File: config.mk
export PLATFORM = sky130hd
export DESIGN_NAME = sbsi_div
export DESIGN_NICKNAME = d
export VERILOG_FILES = /design/src/rtl/sbsi_pkg.sv /design/src/rtl/sbsi_div.sv
export SDC_FILE = /design/constraint.sdc
export NUM_CORES = 2
export LEC_CHECK = 0
export BUFFER_PORTS_ARGS = -buffer_cell sky130_fd_sc_hd__buf_2
export CAP_MARGIN = 15
export CORE_MARGIN = 3
export CORE_UTILIZATION = 60
export CTS_CLUSTER_SIZE = 12
export DETAILED_ROUTE_END_ITERATION = 8
export GPL_TIMING_DRIVEN = 1
export PLACE_DENSITY = 0.86
export SYNTH_ARGS = -nofsm -noshare
export SYNTH_HDL_FRONTEND = slang
export SYNTH_MEMORY_MAX_BITS = 65536
export SYNTH_SLANG_ARGS = --single-unit
export TNS_END_PERCENT = 5
File: constraint.sdc
create_clock -name clock -period 5.1 [get_ports clock]
set_input_delay 1.02 -clock clock [delete_from_list [all_inputs] [get_ports clock]]
set_output_delay 1.02 -clock clock [all_outputs]
set_load 0.1 [all_outputs]
File: src/rtl/sbsi_pkg.sv
// Shared types and constants for the segment/box slab intersection block.
// Used by the top level and by the pipelined slab divider.
`default_nettype none
package sbsi_pkg;

   localparam int AXES  = 3;
   localparam int NUM_W = 33;
   localparam int REM_W = 34;

   typedef enum logic [1:0] {
      CSR_SIZE_X    = 2'd0,
      CSR_SIZE_Y    = 2'd1,
      CSR_SIZE_Z    = 2'd2,
      CSR_TOLERANCE = 2'd3
   } csr_index_type;

   // Per-request data that travels alongside the divider pipeline.
   typedef struct packed {
      logic [AXES-1:0][31:0] start;
      logic [AXES-1:0][31:0] disp;
      logic [AXES-1:0]       degen;
      logic [AXES-1:0]       par;
      logic [AXES-1:0]       outside;
      logic [AXES-1:0]       neg0;
      logic [AXES-1:0]       neg1;
   } meta_type;

endpackage
`default_nettype wire

File: src/rtl/sbsi_div.sv
// Pipelined restoring divider for the slab quotients, one quotient bit per stage.
// Depends on sbsi_pkg for the numerator and remainder widths.
`default_nettype none
module sbsi_div #(
   parameter int FRAC_BITS = 30
) (
   input  wire logic                          clock,
   input  wire logic [sbsi_pkg::NUM_W-1:0]    num,
   input  wire logic [sbsi_pkg::NUM_W-1:0]    den,
   output logic      [FRAC_BITS+2:0]          quot,
   output logic                               ovf
);
   import sbsi_pkg::*;

   localparam int QBITS = FRAC_BITS + 3;

   logic [NUM_W-1:0] num_ff  [0:QBITS];
   logic [NUM_W-1:0] den_ff  [0:QBITS];
   logic [REM_W-1:0] rem_ff  [0:QBITS];
   logic [QBITS-1:0] quot_ff [0:QBITS];
   logic             ovf_ff  [0:QBITS];

   logic [REM_W-1:0] rem_in  [0:QBITS-1];
   logic [QBITS-1:0] qbit_in;

   // Each stage shifts in the next dividend bit and tries one subtraction.
   always_comb begin
      int bit_pos;
      int num_pos;
      logic [REM_W-1:0] trial;
      logic             dbit;
      for (int k = 0; k < QBITS; k++) begin
         bit_pos = QBITS - 1 - k;
         num_pos = bit_pos - FRAC_BITS;
         dbit    = 1'b0;
         if (num_pos >= 0) begin
            dbit = num_ff[k][num_pos[1:0]];
         end
         trial      = {rem_ff[k][REM_W-2:0], dbit};
         qbit_in[k] = trial >= REM_W'(den_ff[k]);
         rem_in[k]  = qbit_in[k] ? trial - REM_W'(den_ff[k]) : trial;
      end
   end

   always_ff @(posedge clock) begin
      num_ff[0]  <= num;
      den_ff[0]  <= den;
      rem_ff[0]  <= REM_W'(num >> 3);
      quot_ff[0] <= '0;
      ovf_ff[0]  <= {3'b000, num} >= {den, 3'b000};
      for (int k = 0; k < QBITS; k++) begin
         num_ff[k+1]  <= num_ff[k];
         den_ff[k+1]  <= den_ff[k];
         rem_ff[k+1]  <= rem_in[k];
         ovf_ff[k+1]  <= ovf_ff[k];
         quot_ff[k+1] <= quot_ff[k] | (QBITS'(qbit_in[k]) << (QBITS - 1 - k));
      end
   end

   assign quot = quot_ff[QBITS];
   assign ovf  = ovf_ff[QBITS];

endmodule
`default_nettype wire
==> results by stage <==
Die:
- 101 I/O pins were placed.
- The floorplan step defined a die boundary enclosing 213,100 µm².
- The starting density of the core is 60.58%.
- The die height is 461.6 µm.
- The overall die width is 461.6 µm.
- The floorplan has 166 rows.
- The total core area is 205,600 µm².

Clocking:
- Counting along the longest clock path gives a buffer depth of 4.
- The number of sinks on the clock net is 2,776.
- The hold buffer count at cts is 0.
- The maximum level of the CTS H-tree is 5.
- The clock insertion delay at the later pin of the skew report is 0.96 ns.
- The clock tree root driver cell is sky130_fd_sc_hd__clkbuf_16.
- The number of post-CTS setup repair buffers is 0.
- The total clock buffers created by CTS is 303.
- After clock tree synthesis, the clock-pin slew on the worst setup and hold paths is 0.06 ns.
- Once the clock tree was built, the resizer swapped 0 gates to a different size.
- TritonCTS built the clock tree.

Worst setup path:
- The endpoint identified for the worst register-to-register timing path is rem_ff[3][9].
- The type of element launching the critical path is a flip-flop.
- Measured in cells, the most critical reg-to-reg path has a length of 15.
- The startpoint-to-endpoint class of the critical path is reg -> reg.
- The delay of the slowest cell on the worst path is 0.46 ns.
- On the critical path, the stage with the largest delay is an instance of sky130_fd_sc_hd__fa_1.
- The number of buffers and inverters on the critical path is 2.
- The worst endpoint data arrival time is 5.14 ns.
- In this run the register-to-register setup slack is 0.77 ns.
- STA classifies the critical path endpoint as a flip-flop.
- The kind of cell with the highest combined delay along the critical path is compound AO/OA/AOI/OAI gates.
- Of all nets on the critical path, the largest fanout is 34.
- Traced cell by cell, the critical path runs through ha_1, inv_1, fa_1, a21o_1, a21oi_1, o221a_2, a21oi_1, o211ai_1, a31oi_1, o21ai_1, o21a_1, o21ai_1, a31oi_4, buf_4, mux2_1.
- The data required time of the worst path is 5.91 ns.
- The critical register-to-register path startpoint is den_ff[2][0].

Synth:
- The cell taking the most area after synthesis is sky130_fd_sc_hd__dfxtp_1.
- Counting every net in the synthesized netlist gives 14,320.
- In this run the cell area of the synthesized design comes to 124,600 µm².
- The number of warnings reported in the yosys synthesis log is 0.
- By area the synthesized netlist is led by sky130_fd_sc_hd__dfxtp_1 45%, sky130_fd_sc_hd__ha_1 11%, sky130_fd_sc_hd__a21oi_1 4.9%.
- The share of the Yosys chip area taken by registers is 44.61%.
- The count of flip-flops with a built-in enable after synthesis is 0.
- The fraction of registers with async set/reset is 0%.
- Synthesis produced 13,100 cells.
- The top cell type by area accounts for 44.61% of the synthesized area.
- Yosys mapped the design onto 94 distinct sky130hd cell types.
- The synthesized area per cell is 9.509 µm².
- The synthesis-stage register bit count is 2,776.
- In the synthesized netlist the dominant register cell turns out to be sky130_fd_sc_hd__dfxtp_1.

Power and ir drop:
- Cell internal power was estimated by the tool at 0.06279 W.
- The switching share of power is 38.94%.
- The leakage dissipation is 63.99 nW.
- For this design the ratio of total power to cell area is 751.0 nW/µm².
- The clock network accounts for 19.9% of the total power.
- The sequential group share of total power is 32.1%.
- The net switching component of the power is 0.04005 W.
- The worst vdd rail ir drop is 0.4875 mV.
- The fraction of power consumed by combinational cells is 48.0%.

Global routing:
- The number of global-route vias before repair is 91,530.
- The initial antenna violation count is 5.
- The first global-routing pass estimated 461,600 µm of wire.
- Entering global routing, the biggest net connects 58 pins.
- The total congestion overflow after global routing is 0.
- Across every metal layer, demand over resource in global routing totals 26.33%.

Drt:
- The iteration-0 DRC count of the detailed router is 7,577.
- The first TritonRoute pass finished after 8 iterations.
- The number of remaining DRC errors is 0.
- Once detail routing completed, the nets flagged for antenna violations numbered 0.
- The mean number of vias per cell is 5.803.
- The detail-routed net length per standard cell is 17.99 µm.
- The count of vias placed by the detailed router is 93,340.
- The final wirelength is 289,500 µm.

Placement:
- The number of buffers added on ports is 100.
- The number of placed instances, taps included is 15,640.
- The weighted congestion reported at the end of routability-driven placement is 0.9467.
- The estimated wirelength of the detail-placed design is 210,200 µm.
- The placement-stage cell area is 127,800 µm².
- Prior to clock tree synthesis, the placed netlist has a worst setup slack of 0.8878 ns.

STA:
- The final period utilization is 85.00%.
- The number of endpoints with negative hold slack in the final report is 0.
- Derived from the worst setup path, the maximum achievable clock frequency is 0.2307 GHz.
- Counting I/O delays and the setup requirement, the final critical path takes 4.335 ns.
- The minimum setup slack in the final design is 0.7651 ns.
- Setup repair after global routing left no endpoint under its margin.
- The clock arrives with 0.06404 ns of skew.
- Setup total negative slack on the finished layout was measured at 0 ns.
- The minimum hold slack is 0.1817 ns.
- Headroom to the max-slew limit came out at 28.67%.
- The final count of pins violating max slew is 0.
- The actual slew at the worst max-slew pin is 1.070 ns.
- Setup violations remaining at the end of the flow were counted as 0.

Hold path:
- The tightest min-delay check is of the in -> reg type.
- The cell depth of the worst hold path is 1.
- The sink of the worst hold path is den_ff[0][5].
- In this run the most critical hold path is launched from den[5].

Run:
- The max-capacitance violation count is 0.

Finish:
- The layout cell share with drive strength beyond 1 is 6.434%.
- After routing the design area is 136,900 µm².
- From synthesis to final layout, the design area changed by 9.929%.
- The commonest non-fill, non-tap cell in the layout is sky130_fd_sc_hd__dfxtp_1.
- The count of non-filler cells in the finished layout is 16,090.
- In the layout the commonest cells are 2,776 x sky130_fd_sc_hd__dfxtp_1, 1,386 x sky130_fd_sc_hd__inv_1, 1,219 x sky130_fd_sc_hd__a21oi_1.
- At the end of the flow, the number of nets in the layout was 14,470.

Outcome:
- The run finished with clean final reports.
Yosys cell counts (all sizes together), types with 76 or more instances:
master,number
ha,1116
xor2,350
buf,87
a31oi,113
xnor2,559
and3,97
nand2,668
nand3,185
a21o,565
o21ai,711
o31ai,76
a21oi,1220
dfxtp,2776
o21a,142
o21bai,133
mux2,493
nand2b,138
clkbuf,201
nand4,159
nor2b,186
nor3,109
nor2,793
inv,1388
power groups by stage:
stage	Sequential, W	Combinational (W)	Clock [W]
after floorplan	0.0321	0.0381	0
after global routing	0.0335	0.0544	0.0216
final	0.0331	0.0493	0.0204
after CTS	0.0330	0.0485	0.0208
after detailed placement	0.0333	0.0475	0
after global placement	0.0332	0.0465	0
cells by family after synthesis:
group	count (synthesis)	synth area share (%)
buf+inv	1676	5.143
compound gates	3486	17.49
mux	513	4.696
xor+xnor	909	6.391
flops	2776	44.61
simple gates	2592	9.939
fa+ha+maj	1148	11.72
per-stage QoR:
step / total power (W) / util (%)
floorplan: 0.07015 / -
global placement: 0.07972 / 62.14
detailed placement: 0.08086 / 62.14
CTS: 0.1023 / 66.57
global route: 0.1095 / 66.59
finish: 0.1028 / 66.59
worst max path at each step:
stage,startpoint,to,slack [ns],cells past startpoint
after global routing,den_ff[31][0],rem_ff[32][4],0.54,12
final,den_ff[2][0],rem_ff[3][9],0.77,15
after global placement,num_ff[1][1],rem_ff[2][1],1.04,14
after CTS,num_ff[1][1],rem_ff[2][16],0.77,14
after floorplan,num_ff[1][1],rem_ff[2][18],1.58,16
after detailed placement,num_ff[1][1],rem_ff[2][7],0.89,14
registers in the layout (all words and copies together) (netlist names):
register	count
rem_ff	1056
quot_ff	561
num_ff	36
den_ff	1089
ovf_ff	34
metal layers:
layer	track usage (%)	vias up	part of all wire (%)
met5	0	-	0.0079
met2	46.70	3200	49
li1	-	45650	-
met1	31.09	43480	40
met4	12.85	4	5.0
met3	3.861	1010	5.7
area by class of cell:
type	instances	area (µm²)
fillers	15280	68690
multi-input cells	8648	62770
flip-flops and latches	2776	55570
clock buffers	409	8671
inverters	1388	5210
well taps	2688	3363
repair buffers	141	908.4
clock inverters	35	435.4
diodes	1	2.502
Note: power is estimated with default switching activity, not from simulation.
